===== config.mk =====
export PLATFORM = sky130hd
export DESIGN_NAME = command_packet_framer_crc8_flat
export DESIGN_NICKNAME = d
export VERILOG_FILES = /design/src/rtl/cpf_pkg.sv /design/src/rtl/cpf_req_if.sv /design/src/rtl/cpf_rsp_if.sv /design/src/rtl/cpf_crc_stage.sv /design/src/rtl/cpf_serializer.sv /design/src/rtl/command_packet_framer_crc8.sv /design/src/flat_wrapper.sv
export VERILOG_INCLUDE_DIRS = /design/src /design/src/rtl
export SDC_FILE = /design/constraint.sdc
export NUM_CORES = 1
export LEC_CHECK = 0
export BUFFER_PORTS_ARGS = -buffer_cell sky130_fd_sc_hd__buf_2
export CAP_MARGIN = 5
export CORE_MARGIN = 2
export CORE_UTILIZATION = 50
export DETAILED_ROUTE_END_ITERATION = 10
export HOLD_SLACK_MARGIN = 0.03
export PLACE_DENSITY = 0.76
export SETUP_SLACK_MARGIN = 0.02
export SLEW_MARGIN = 40
export SYNTH_ARGS = -nofsm -noshare
export SYNTH_HDL_FRONTEND = slang
export SYNTH_SLANG_ARGS = --single-unit
export TNS_END_PERCENT = 10

===== constraint.sdc =====
create_clock -name clock -period 8.4 [get_ports clock]
set_input_delay 1.26 -clock clock [delete_from_list [all_inputs] [get_ports clock]]
set_output_delay 1.26 -clock clock [all_outputs]
set_load 0.02 [all_outputs]

===== src/rtl/command_packet_framer_crc8_macros.svh =====
// ---------------------------------------------------------------------------
// Assertion macros for the command packet framer
// Concurrent assertion shorthands that compile away when SYNTH is defined.
// ---------------------------------------------------------------------------
`ifndef COMMAND_PACKET_FRAMER_CRC8_MACROS_SVH
`define COMMAND_PACKET_FRAMER_CRC8_MACROS_SVH

// The consequent must hold in the cycle after the antecedent.
`ifndef SYNTH
`define CPF_ASSERT_NEXT(label, clk, rst, ante, cons) \
   label: assert property (@(posedge clk) disable iff (rst) (ante) |=> (cons)) \
      else $error("framer assertion failed");
`else
`define CPF_ASSERT_NEXT(label, clk, rst, ante, cons)
`endif

// The consequent must hold in the same cycle as the antecedent.
`ifndef SYNTH
`define CPF_ASSERT_SAME(label, clk, rst, ante, cons) \
   label: assert property (@(posedge clk) disable iff (rst) (ante) |-> (cons)) \
      else $error("framer assertion failed");
`else
`define CPF_ASSERT_SAME(label, clk, rst, ante, cons)
`endif

`endif


===== src/rtl/cpf_pkg.sv =====
// ---------------------------------------------------------------------------
// Command packet framer package
// Shared types, constants and the CRC-8 byte update.
// ---------------------------------------------------------------------------
package cpf_pkg;

   localparam int FRAME_LEN     = 10;
   localparam int PAYLOAD_BYTES = FRAME_LEN - 1;
   localparam int COUNT_W       = $clog2(FRAME_LEN);

   localparam logic [7:0] CRC_POLY = 8'h07;
   localparam logic [7:0] CRC_INIT = 8'h00;

   localparam logic [COUNT_W-1:0] LAST_INDEX = COUNT_W'(FRAME_LEN - 1);

   typedef logic [COUNT_W-1:0] count_type;

   // Nine payload bytes, byte k in bits [8k+7:8k], and the running CRC.
   typedef struct packed {
      logic [PAYLOAD_BYTES-1:0][7:0] payload;
      logic [7:0]                    crc;
   } word_type;

   // One byte of CRC-8, polynomial x^8 + x^2 + x + 1, MSB first.
   function automatic logic [7:0] crc8_update(logic [7:0] crc, logic [7:0] data);
      logic [7:0] c;
      c = crc ^ data;
      for (int k = 0; k < 8; k++) begin
         c = c[7] ? ((c << 1) ^ CRC_POLY) : (c << 1);
      end
      return c;
   endfunction

endpackage


===== src/rtl/cpf_req_if.sv =====
// ---------------------------------------------------------------------------
// Command request channel
// Valid/ready channel carrying one command per request.
// ---------------------------------------------------------------------------
interface cpf_req_if;
   logic        valid;
   logic        ready;
   logic [7:0]  command_code;
   logic [31:0] yaw_bits;
   logic [31:0] pitch_bits;

   modport source (output valid, output command_code, output yaw_bits,
                   output pitch_bits, input ready);
   modport sink   (input valid, input command_code, input yaw_bits,
                   input pitch_bits, output ready);
endinterface


===== src/rtl/cpf_rsp_if.sv =====
// ---------------------------------------------------------------------------
// Frame byte channel
// Valid/ready channel carrying one frame byte per request.
// ---------------------------------------------------------------------------
interface cpf_rsp_if;
   logic       valid;
   logic       ready;
   logic [7:0] frame_byte;
   logic       frame_end;

   modport source (output valid, output frame_byte, output frame_end, input ready);
   modport sink   (input valid, input frame_byte, input frame_end, output ready);
endinterface


===== src/rtl/cpf_crc_stage.sv =====
// ---------------------------------------------------------------------------
// CRC pipeline stage
// Folds one payload byte into the running CRC and registers the result.
// ---------------------------------------------------------------------------
module cpf_crc_stage #(
   parameter int BYTE_INDEX = 0
) (
   input  logic              clock,
   input  logic              reset,
   input  logic              in_valid,
   output logic              in_ready,
   input  cpf_pkg::word_type in_word,
   output logic              out_valid,
   input  logic              out_ready,
   output cpf_pkg::word_type out_word
);
   import cpf_pkg::*;

   logic     valid_ff;
   logic     valid_in;
   word_type word_ff;
   word_type word_in;

   // The stage takes a new word whenever it is empty or its word moves on.
   assign in_ready = !valid_ff || out_ready;
   assign valid_in = in_ready ? in_valid : valid_ff;

   always_comb begin
      word_in     = in_word;
      word_in.crc = crc8_update(in_word.crc, in_word.payload[BYTE_INDEX]);
   end

   always_ff @(posedge clock) begin
      if (reset) begin
         valid_ff <= 1'b0;
      end else begin
         valid_ff <= valid_in;
      end
   end

   always_ff @(posedge clock) begin
      if (in_ready && in_valid) begin
         word_ff <= word_in;
      end
   end

   assign out_valid = valid_ff;
   assign out_word  = word_ff;
endmodule


===== src/rtl/cpf_serializer.sv =====
// ---------------------------------------------------------------------------
// Frame serializer
// Holds one finished frame and sends it out one byte per request.
// ---------------------------------------------------------------------------
module cpf_serializer (
   input  logic              clock,
   input  logic              reset,
   input  logic              in_valid,
   output logic              in_ready,
   input  cpf_pkg::word_type in_word,
   cpf_rsp_if.source         rsp
);
   import cpf_pkg::*;

   logic                     busy_ff;
   logic                     busy_in;
   count_type                count_ff;
   count_type                count_in;
   logic [FRAME_LEN-1:0][7:0] bytes_ff;
   logic                     last;
   logic                     out_fire;
   logic                     load;

   assign last     = (count_ff == LAST_INDEX);
   assign out_fire = busy_ff && rsp.ready;
   // A new frame loads in the same cycle as the previous frame's CRC byte leaves.
   assign in_ready = !busy_ff || (rsp.ready && last);
   assign load     = in_valid && in_ready;

   always_comb begin
      busy_in  = busy_ff;
      count_in = count_ff;
      if (load) begin
         busy_in  = 1'b1;
         count_in = '0;
      end else if (out_fire) begin
         if (last) begin
            busy_in = 1'b0;
         end else begin
            count_in = count_ff + 1'b1;
         end
      end
   end

   always_ff @(posedge clock) begin
      if (reset) begin
         busy_ff  <= 1'b0;
         count_ff <= '0;
      end else begin
         busy_ff  <= busy_in;
         count_ff <= count_in;
      end
   end

   always_ff @(posedge clock) begin
      if (load) begin
         bytes_ff <= {in_word.crc, in_word.payload};
      end
   end

   assign rsp.valid      = busy_ff;
   assign rsp.frame_byte = bytes_ff[count_ff];
   assign rsp.frame_end  = last;
endmodule


===== src/rtl/command_packet_framer_crc8.sv =====
// ---------------------------------------------------------------------------
// Command packet framer with CRC-8
// Turns one command request into a ten-byte frame with a trailing CRC.
// ---------------------------------------------------------------------------
// Usage: a request on req_bus carries a command code and the raw bit patterns
// of yaw and pitch. The block answers with ten requests on rsp_bus: the
// command byte, yaw least significant byte first, pitch least significant byte
// first, and the CRC-8 (polynomial 0x07, initial value zero, no reflection,
// no final inversion). The CRC byte has frame_end set.
// The CRC is built in a nine-stage pipeline, one payload byte per stage,
// followed by a frame buffer that sends one byte per cycle while the
// receiver is ready. A request passes through the CRC stages and is then
// loaded into the frame buffer, which presents the first byte of the frame;
// the remaining bytes follow, ending with the CRC byte. Requests enter the
// pipeline every cycle while it has room, but the output channel moves at
// most one byte per cycle, so the sustained command rate is set by the serializer.
// A waiting next frame follows its predecessor's CRC byte without a gap.
// When the receiver stalls, the current byte is held and back pressure fills
// the pipeline stage by stage; nothing is dropped or repeated.
// Synchronous reset empties every stage and the frame buffer.
// ---------------------------------------------------------------------------
`include "command_packet_framer_crc8_macros.svh"

module command_packet_framer_crc8 (
   input  logic      clock,
   input  logic      reset,
   cpf_req_if.sink   req_bus,
   cpf_rsp_if.source rsp_bus
);
   import cpf_pkg::*;

   // Handshake and data between consecutive stages; index 0 is the request
   // side and the last index feeds the serializer.
   logic     stage_valid [PAYLOAD_BYTES+1];
   logic     stage_ready [PAYLOAD_BYTES+1];
   word_type stage_word  [PAYLOAD_BYTES+1];

   // The payload is laid out so that payload byte k is the k-th frame byte.
   assign stage_valid[0]      = req_bus.valid;
   assign req_bus.ready       = stage_ready[0];
   assign stage_word[0].payload = {req_bus.pitch_bits, req_bus.yaw_bits,
                                   req_bus.command_code};
   assign stage_word[0].crc   = CRC_INIT;

   for (genvar g = 0; g < PAYLOAD_BYTES; g++) begin : g_crc
      cpf_crc_stage #(
         .BYTE_INDEX(g)
      ) u_stage (
         .clock    (clock),
         .reset    (reset),
         .in_valid (stage_valid[g]),
         .in_ready (stage_ready[g]),
         .in_word  (stage_word[g]),
         .out_valid(stage_valid[g+1]),
         .out_ready(stage_ready[g+1]),
         .out_word (stage_word[g+1])
      );
   end

   // The serializer holds a whole frame while the pipeline keeps its next ones.
   cpf_serializer u_serializer (
      .clock   (clock),
      .reset   (reset),
      .in_valid(stage_valid[PAYLOAD_BYTES]),
      .in_ready(stage_ready[PAYLOAD_BYTES]),
      .in_word (stage_word[PAYLOAD_BYTES]),
      .rsp     (rsp_bus)
   );

   // Within a frame, every byte is followed directly by the next one.
   `CPF_ASSERT_NEXT(a_frame_contiguous, clock, reset,
      rsp_bus.valid && rsp_bus.ready && !rsp_bus.frame_end, rsp_bus.valid)
   // A finished word waiting on a busy serializer is held unchanged.
   `CPF_ASSERT_NEXT(a_last_stage_holds, clock, reset,
      stage_valid[PAYLOAD_BYTES] && !stage_ready[PAYLOAD_BYTES],
      stage_valid[PAYLOAD_BYTES] && $stable(stage_word[PAYLOAD_BYTES]))
   // A waiting frame starts right after the previous CRC byte leaves.
   `CPF_ASSERT_NEXT(a_back_to_back, clock, reset,
      rsp_bus.valid && rsp_bus.ready && rsp_bus.frame_end
         && stage_valid[PAYLOAD_BYTES],
      rsp_bus.valid && !rsp_bus.frame_end)
endmodule


===== src/flat_wrapper.sv =====
// flat-port wrapper written by rule: the top's interface ports become plain ports
module command_packet_framer_crc8_flat import cpf_pkg::*;
  (clock, reset, req_bus_valid, req_bus_command_code, req_bus_yaw_bits, req_bus_pitch_bits, req_bus_ready, rsp_bus_valid, rsp_bus_frame_byte, rsp_bus_frame_end, rsp_bus_ready);
  cpf_req_if req_bus_i ();
  cpf_rsp_if rsp_bus_i ();
  input  logic clock;
  input  logic reset;
  input wire logic [$bits(req_bus_i.valid)-1:0] req_bus_valid;
  input wire logic [$bits(req_bus_i.command_code)-1:0] req_bus_command_code;
  input wire logic [$bits(req_bus_i.yaw_bits)-1:0] req_bus_yaw_bits;
  input wire logic [$bits(req_bus_i.pitch_bits)-1:0] req_bus_pitch_bits;
  output wire logic [$bits(req_bus_i.ready)-1:0] req_bus_ready;
  output wire logic [$bits(rsp_bus_i.valid)-1:0] rsp_bus_valid;
  output wire logic [$bits(rsp_bus_i.frame_byte)-1:0] rsp_bus_frame_byte;
  output wire logic [$bits(rsp_bus_i.frame_end)-1:0] rsp_bus_frame_end;
  input wire logic [$bits(rsp_bus_i.ready)-1:0] rsp_bus_ready;
  assign req_bus_i.valid = req_bus_valid;
  assign req_bus_i.command_code = req_bus_command_code;
  assign req_bus_i.yaw_bits = req_bus_yaw_bits;
  assign req_bus_i.pitch_bits = req_bus_pitch_bits;
  assign req_bus_ready = req_bus_i.ready;
  assign rsp_bus_valid = rsp_bus_i.valid;
  assign rsp_bus_frame_byte = rsp_bus_i.frame_byte;
  assign rsp_bus_frame_end = rsp_bus_i.frame_end;
  assign rsp_bus_i.ready = rsp_bus_ready;
  command_packet_framer_crc8 u_core (.clock(clock), .reset(reset), .req_bus(req_bus_i), .rsp_bus(rsp_bus_i));
endmodule

# --- Word-level counts from Yosys, hierarchy flattened ---
# Cells that the tools add are included.
classes:
  n_addsub: 1
  reduce_logical: 37
  mux: 77
  n_lt_le_gt_ge: 1
  bitwise_logic: 81
  eq_ne: 1
op_table:
  columns: ["cell", "count"]
  rows:
  - ["2-to-1 mux 3 bit", 72]
  - ["inverter 3 bit", 72]
  - ["bitwise XOR 8 bit", 8]
  - ["binary-select mux 8 bit (select 4 bit)", 1]
  - ["logical AND 1 bit", 12]
  - ["logical NOT 1 bit", 10]
  - ["logical OR 1 bit", 10]
  - ["2-to-1 mux 8 bit", 1]
  - ["less-than comparator 4 x 5 -> 1 bit (second input constant)", 1]
  - ["adder 4 x 1 -> 4 bit (second input constant)", 1]
  - ["equality test 4 bit (second input constant)", 1]
  - ["AND reduction 2 bit", 2]
  - ["nonzero test 2 bit", 2]
  - ["2-to-1 mux 1 bit", 3]
  - ["OR reduction 2 bit", 1]
  - ["inverter 1 bit", 1]
word_totals:
  register_bits: 814
  word_cells: 318

# --- Longest topological paths before layout ---
# Gate-level depths: netlist of run 1.
logic_depth:
  depth_word: 17
  mapped_depth: 8
  depth_no_buf: 6

# --- Hierarchy ---
# A second synthesis of run 1 with hierarchy kept.
hier_totals:
  cells_unflattened: 1124
  hier_area_um2: 27247.4
modules_own_cells:
  columns: ["module", "cells_each", "instances", "area_each_um2", "seq_area_each_um2"]
  rows:
  - ["cpf_crc_stage", 105, 9, 2656.3, 2422.3]
  - ["cpf_serializer", 178, 1, 3337.0, 2502.4]
  - ["command_packet_framer_crc8", 1, 1, 3.8, 0.0]

# --- Worst setup path before layout of run 1 ---
# No wires, ideal clock.
synth_path:
  path_kind: "input to register"
  start: "input port rsp_bus_ready"
  end: "register u_core.g_crc[6].u_stage.word_ff (netlist bit u_core.g_crc[6].u_stage.out_word[0]), enable pin"
  setup_ns: 0.641
  stages: 3
  path_slack_ns: 0.199
  arrival_ns: 7.561
  path_cell_list: "nand4b_1 and4_1 a21boi_0"
synth_via:
  elab_chain_len: 6
synth_rtl:
  columns: ["item", "line_no", "source"]
  rows:
  - ["start, declared", "flat_wrapper.sv:16", "input wire logic [$bits(rsp_bus_i.ready)-1:0] rsp_bus_ready;"]
  - ["logical AND 1 bit", "cpf_serializer.sv:27", "assign in_ready = !busy_ff || (rsp.ready && last);"]
  - ["logical OR 1 bit", "cpf_serializer.sv:27", null]
  - ["logical OR 1 bit (3 in a row)", "cpf_crc_stage.sv:25", "assign in_ready = !valid_ff || out_ready;"]
  - ["logical AND 1 bit", "cpf_crc_stage.sv:42", "if (in_ready && in_valid) begin"]
  - ["end signal, assigned", "cpf_crc_stage.sv:43", "word_ff <= word_in;"]
  - ["end, declared", "cpf_crc_stage.sv:21", "word_type word_ff;"]
# Every way passes these cells.
# A chain may end at the register's enable or synchronous reset.

# --- Worst setup path after layout of run 1 ---
layout_path:
  start: "register u_core.u_serializer.count_ff[0]"
  end: "output port req_bus_ready"
layout_via:
  elab_chain_len: 12
layout_rtl:
  columns: ["item", "line_no", "source"]
  rows:
  - ["start, declared", "cpf_serializer.sv:17", "count_type count_ff;"]
  - ["start signal, assigned", "cpf_serializer.sv:51", "count_ff <= count_in;"]
  - ["equality test 4 bit", "cpf_serializer.sv:24", "assign last = (count_ff == LAST_INDEX);"]
  - ["logical AND 1 bit", "cpf_serializer.sv:27", null]
  - ["logical OR 1 bit", "cpf_serializer.sv:27", null]
  - ["logical OR 1 bit (9 in a row)", "cpf_crc_stage.sv:25", null]
  - ["end, declared", "flat_wrapper.sv:12", "output wire logic [$bits(req_bus_i.ready)-1:0] req_bus_ready;"]
# Every way passes these cells.

==> impl_metrics.ini, run 1 <==
[status]
status = finished, final reports clean

[worst_setup_path]
r2r_slack_ns = 4.97
crit_start = u_core.u_serializer.count_ff[0]
cp_max_fo = 29
endpoint = req_bus_ready
worst_setup_path_end_kind = output pin
crit_buf_inv = 2
path_depth = 6
r2r_start = u_core.u_serializer.count_ff[0]
cp.required_ns = 7.14
crit_path_top_delay_cell = and4_1
worstSetupPathType = reg -> out
worstPathArrival_ns = 2.99
max_stage_delay_ns = 0.61
start_kind = flop
r2r_end = u_core.g_crc[1].u_stage.out_word[50]
path_cells = buf_4 > ha_1 > nand4b_1 > and4_1 > nand3_1 > buf_2
rr_worst_depth = 6
crit_family = simple AND/OR/NAND/NOR gates

[detailed_routing]
drcViolationCount = 0
drt_iter0_markers = 678
vias = 9811
viasPerCell = 4.847
wl_per_cell_um = 17.79
firstDrtPassIters = 6
final_antenna_net_count = 0
wirelength_mm = 36.01

[sta]
clock.fmax_ghz = 0.2353
fin_ws_ns = 4.150
setup_violations = 0
tns_ns = 0
fin_worst_skew_ns = 0.01995
tightest_slew_ns = 0.7299
finalCritPeriodShare_pct = 50.60
slew_viol_final = 0
hold_viol_final = 0
rsz0062_at_grt = no
finalCriticalPeriod_ns = 4.250
whs_ns = 0.3998
slew_headroom_pct = 51.34

[power_and_ir_drop]
p_int_w = 0.006413
p_leak_nw = 9.767
power.share.sequential_pct = 57.5
power.density_mw_per_mm2 = 256.6
p_comb_share_pct = 2.7
swShare_pct = 18.78
p_clk_share_pct = 39.9
peakVddDrop_uv = 187.9
power_switching_w = 0.001483

[cts]
cts_tree = done
clk_pin_slew_ns = 0.06
cts_resized = 0
cts_htree_levels = 3
numCtsBuffers = 72
cts.sinks = 814
root_buffer = clkbuf_16
hold_buffers = 0
cts_setup_buffers = 0
clock_latency_ns = 0.59
clk_path_buf_depth = 3

[logic_synthesis]
synth_edf_count = 800
syn-cell-area_mm2 = 0.02701
synth_fp_nets = 1185
ys_ff_latch = 814
ys.flop_type = edfxtp_1
netlist_instances = 1107
synth_common_cells = edfxtp_1 (800), xnor2_1 (140), xor2_1 (31)
synth_cell_type_count = 46
async_flop_share_pct = 0
netlist.area_leader.share_pct = 88.94
syn_avg_cell_area_um2 = 24.40
yosysWarnings = 0
yosysMostFrequentCell = edfxtp_1
synth_area_leader_cell = edfxtp_1
synth-seq-area-share_pct = 89.98
netlist_top_cells_area = edfxtp_1 (89%), xnor2_1 (4.5%), dfxtp_1 (1.0%), xor2_1 (1.0%), mux4_2 (0.83%)

[die]
rows = 85
fp.dieW_um = 236.4
die-area_mm2 = 0.05590
die_h_um = 236.4
ios = 87
core_mm2 = 0.05360
initial_utilization_pct = 50.39

[placed_design]
post-place-ws_ns = 4.338
detailed_place_hpwl_mm = 21.79
io_buffers = 86
dpl-instance-area_mm2 = 0.02848
place_congestion = 0.7913

[global_route]
grt_start_max_net_pins = 85
grt-ovfl-total = 0
grt_usage_pct = 13.47
antenna_found_initial = 0
first_global_vias = 10300
grt_pass1_wl_mm = 57.59

[layout]
antennaDiodeCount = 0
finalInstanceArea_mm2 = 0.03078
drive_gt1_share_pct = 17.09
utilization_pct = 57.42
area_growth_pct = 13.94
nNetsFinal = 1349

[min_path]
hp-class = reg -> reg

[job]
max-cap-violations = 0
## power groups by stage
stage | Sequential (W) | Clock [W] | Combinational (W)
global route | 0.00454 | 0.00336 | 0.000234
finish | 0.00454 | 0.00315 | 0.000212
detailed placement | 0.00462 | 0 | 0.000212
global placement | 0.00462 | 0 | 0.000204
CTS | 0.00454 | 0.00323 | 0.000217
floorplan | 0.00462 | 0 | 0.000156
## cell type report
type | count | area [um2]
clock buffers | 93 | 1987
clock inverters | 38 | 307.8
fillers | 3707 | 22820
inverters | 6 | 22.52
multi-input cells | 278 | 2701
flip-flops and latches | 814 | 24300
well taps | 696 | 870.8
repair buffers | 99 | 583.1
## how the worst min path moves through the flow
stage / startpoint / cells past startpoint / endpoint / slack (ns)
after floorplan: u_core.g_crc[0].u_stage.out_word[10] / 0 / u_core.g_crc[1].u_stage.out_word[10] / 0.40
after CTS: u_core.g_crc[1].u_stage.out_word[45] / 0 / u_core.g_crc[2].u_stage.out_word[45] / 0.40
after detailed placement: u_core.g_crc[0].u_stage.out_word[59] / 0 / u_core.g_crc[1].u_stage.out_word[59] / 0.40
after global placement: u_core.g_crc[0].u_stage.out_word[10] / 0 / u_core.g_crc[1].u_stage.out_word[10] / 0.40
final: u_core.g_crc[4].u_stage.out_word[63] / 0 / u_core.g_crc[5].u_stage.out_word[63] / 0.40
after global routing: u_core.g_crc[4].u_stage.out_word[78] / 0 / u_core.g_crc[5].u_stage.out_word[78] / 0.41
## worst reg2reg max path: cells and delay by family, from the launching register on
| kind | cells | cell delay [ns] |
|---|---|---|
| AOI/OAI and AO/OA | 1 | 0.38 |
| adders and majority gates | 1 | 0.27 |
| DFF | 1 | 0.31 |
| and+or+nand+nor | 2 | 1.10 |
| buffers and inverters | 2 | 0.92 |
## sequential cells by signal (all words and copies together), names as in the netlist
signal / cells
u_core.g_crc.u_stage.out_valid: 9
u_core.g_crc.u_stage.out_word: 720
u_core.u_serializer.bytes_ff: 80
u_core.u_serializer.count_ff: 4
u_core.u_serializer.rsp.valid: 1
## kinds of logic after synthesis
family,synth area share [%]
AO/OA/AOI/OAI,1.121
XOR/XNOR,6.087
adder cells (fa/ha/maj),0.09263
buffers and inverters,0.3752
flip-flops,89.98
multiplexers,1.714
AND/OR/NAND/NOR,0.6347
## layout by cell type, fill, tap and decap left out, drive strengths merged, types with 4 or more instances in the layout
master,synthesis,final
dfxtp,14,14
inv,6,8
edfxtp,800,800
o31ai,6,6
xor2,32,32
nand2,5,5
mux4,16,16
nand2b,6,6
mux2i,8,8
buf,7,99
bufinv,0,4
clkinv,0,29
a21oi,4,4
a22oi,8,8
xnor2,141,141
xnor3,4,4
nand3,4,4
o21ai,9,9
clkbuf,2,93
nor2,5,5
## through the flow
stage                     total power [W]  cells
after floorplan                  0.004780   1107
after global placement           0.004826   1891
after detailed placement         0.004837   1893
after CTS                        0.007988   2024
after global routing             0.008139   2024
final                            0.007896   2024
## layer usage
layer  vias to the layer above  global-route usage [%]  part of all wire [%]
li1                       4687                       -                     -
met1                      4858                   16.65                    41
met2                       185                   23.32                    53
met3                        81                   2.387                   3.3
met4                         0                   6.099                   2.9
met5                         -                       0                     0
Power figures use the tool's default switching activity.
==> run 2, diff against run 1 <==
--- a/config.mk
+++ b/config.mk
@@ -12,7 +12,7 @@
 export CORE_UTILIZATION = 50
 export DETAILED_ROUTE_END_ITERATION = 10
 export HOLD_SLACK_MARGIN = 0.03
-export PLACE_DENSITY = 0.76
+export PLACE_DENSITY = 0.73
 export SETUP_SLACK_MARGIN = 0.02
 export SLEW_MARGIN = 40
 export SYNTH_ARGS = -nofsm -noshare
==> constraint.sdc (replaced) <==
create_clock -name clock -period 4.4 [get_ports clock]
set_input_delay 0.66 -clock clock [delete_from_list [all_inputs] [get_ports clock]]
set_output_delay 0.66 -clock clock [all_outputs]
set_load 0.02 [all_outputs]
==> impl_metrics.ini, run 2 (same netlist as run 1, synthesis figures left out) <==
[status]
status = finished, final reports clean

[global_route]
first_global_vias = 10340
grt_start_max_net_pins = 81
grt-ovfl-total = 0
busiest_layer = met2
grt_use_met1_pct = 18.81
grt_pass1_wl_mm = 58.55
use_met2_pct = 21.62
grt_usage_pct = 13.70
antenna_found_initial = 0
use_met3_pct = 2.633

[detailed_routing]
viasPerCell = 4.878
wirelength_mm = 36.29
firstDrtPassIters = 5
wl_per_cell_um = 17.86
final_antenna_net_count = 0
vias = 9912
drcViolationCount = 0
drt_iter0_markers = 729

[worst_setup_path]
worst_setup_path_end_kind = output pin
r2r_start = u_core.u_serializer.count_ff[1]
rr_worst_depth = 6
cp_max_fo = 6
crit_start = u_core.u_serializer.count_ff[1]
r2r_end = u_core.g_crc[6].u_stage.out_word[79]
start_kind = flop
cp.required_ns = 3.74
endpoint = req_bus_ready
worstSetupPathType = reg -> out
r2r_slack_ns = 1.45
worstPathArrival_ns = 2.67

[cts]
cts_htree_levels = 3
root_buffer = clkbuf_16
clk_path_buf_depth = 3
cts_setup_buffers = 0
cts.sinks = 814
cts_tree = done
numCtsBuffers = 75
clk_pin_slew_ns = 0.06
clock_latency_ns = 0.59
hold_buffers = 0
cts_resized = 0

[sta]
hold_viol_final = 0
slew_viol_final = 0
fin_worst_skew_ns = 0.01818
tightest_slew_ns = 0.7324
whs_ns = 0.2414
slew_headroom_pct = 51.17
finalCriticalPeriod_ns = 3.326
setup_violations = 0
rsz0062_at_grt = no
finalCritPeriodShare_pct = 75.59
clock.fmax_ghz = 0.3007

[die]
fp.dieW_um = 236.4
rows = 85
die-area_mm2 = 0.05590
core_mm2 = 0.05360
initial_utilization_pct = 50.39
die_h_um = 236.4
ios = 87

[layout]
mostFrequentLayoutCells = edfxtp_1 (800), xnor2_1 (140), buf_2 (86), clkbuf_16 (81), xor2_1 (31)
area_growth_pct = 14.43
finalNonFillerCells = 2032
antennaDiodeCount = 0
finalInstanceArea_mm2 = 0.03091
nNetsFinal = 1356
largest_reg_flops = 720
utilization_pct = 57.66
final_common_cell = edfxtp_1
drive_gt1_share_pct = 16.99

[power_and_ir_drop]
swShare_pct = 18.50
p_clk_share_pct = 40.6
p_leak_nw = 9.834
p_comb_share_pct = 2.7
power.share.sequential_pct = 56.7
power.density_mw_per_mm2 = 494.4
p_int_w = 0.01245
peakVddDrop_uv = 302.4
power_switching_w = 0.002826

[placed_design]
io_buffers = 86
dpl-instance-area_mm2 = 0.02851
placed_cells = 1897
place_congestion = 0.7602
detailed_place_hpwl_mm = 22.60

[job]
max-cap-violations = 0

[min_path]
hp-class = in -> reg
==> run 2: critical path, stage by stage, from the launching register on <==
cell	delay [ns]
dfxtp_1	0.33
inv_1	0.06
ha_1	0.20
nand4b_1	0.40
and4_1	0.60
nand3_1	0.26
buf_2	0.23
==> run 2: area by class of cell <==
class                      instances  area (um2)
tap                              696       870.8
timing repair buffer             103       615.6
clock inverter                    37       294.0
fill                            3747       22690
inverter                           6       22.52
clock buffer                      98        2101
sequential                       814       24300
multi-input combinational        278        2701
==> run 2: worst min-delay path by stage <==
stage,from,to,slack [ns],depth (start not counted)
after floorplan,u_core.g_crc[0].u_stage.out_word[10],u_core.g_crc[1].u_stage.out_word[10],0.40,0
after global placement,u_core.g_crc[3].u_stage.out_word[73],u_core.g_crc[4].u_stage.out_word[73],0.40,0
after detailed placement,u_core.g_crc[0].u_stage.out_word[38],u_core.g_crc[1].u_stage.out_word[38],0.40,0
after CTS,req_bus_yaw_bits[15],u_core.g_crc[0].u_stage.out_word[31],0.20,1
after global routing,req_bus_yaw_bits[12],u_core.g_crc[0].u_stage.out_word[28],0.20,1
final,req_bus_yaw_bits[12],u_core.g_crc[0].u_stage.out_word[28],0.24,1
==> run 2: metal layers <==
layer  routed length (um)  vias up
li1                     -     4698
met1                15990     4899
met2                17620      245
met3                 1593       70
met4                 1091        0
met5                    0        -
==> run 2: power by group through the flow <==
| stage | logic [W] | registers, W | clock network [W] |
|---|---|---|---|
| floorplan | 0.000299 | 0.00882 | 0 |
| global placement | 0.000399 | 0.00882 | 0 |
| detailed placement | 0.000409 | 0.00883 | 0 |
| CTS | 0.000415 | 0.00866 | 0.00638 |
| global route | 0.000449 | 0.00867 | 0.00668 |
| finish | 0.000409 | 0.00866 | 0.00621 |
==> run 2: metrics by stage <==
| stage | setup TNS (ns) | power (W) | setup WS, ns |
|---|---|---|---|
| after floorplan | -366.90 | 0.009120 | -1.300 |
| after global placement | 0 | 0.009221 | 1.410 |
| after detailed placement | 0 | 0.009237 | 1.287 |
| after CTS | 0 | 0.01545 | 1.069 |
| after global routing | 0 | 0.01580 | 0.9456 |
| final | 0 | 0.01528 | 1.074 |
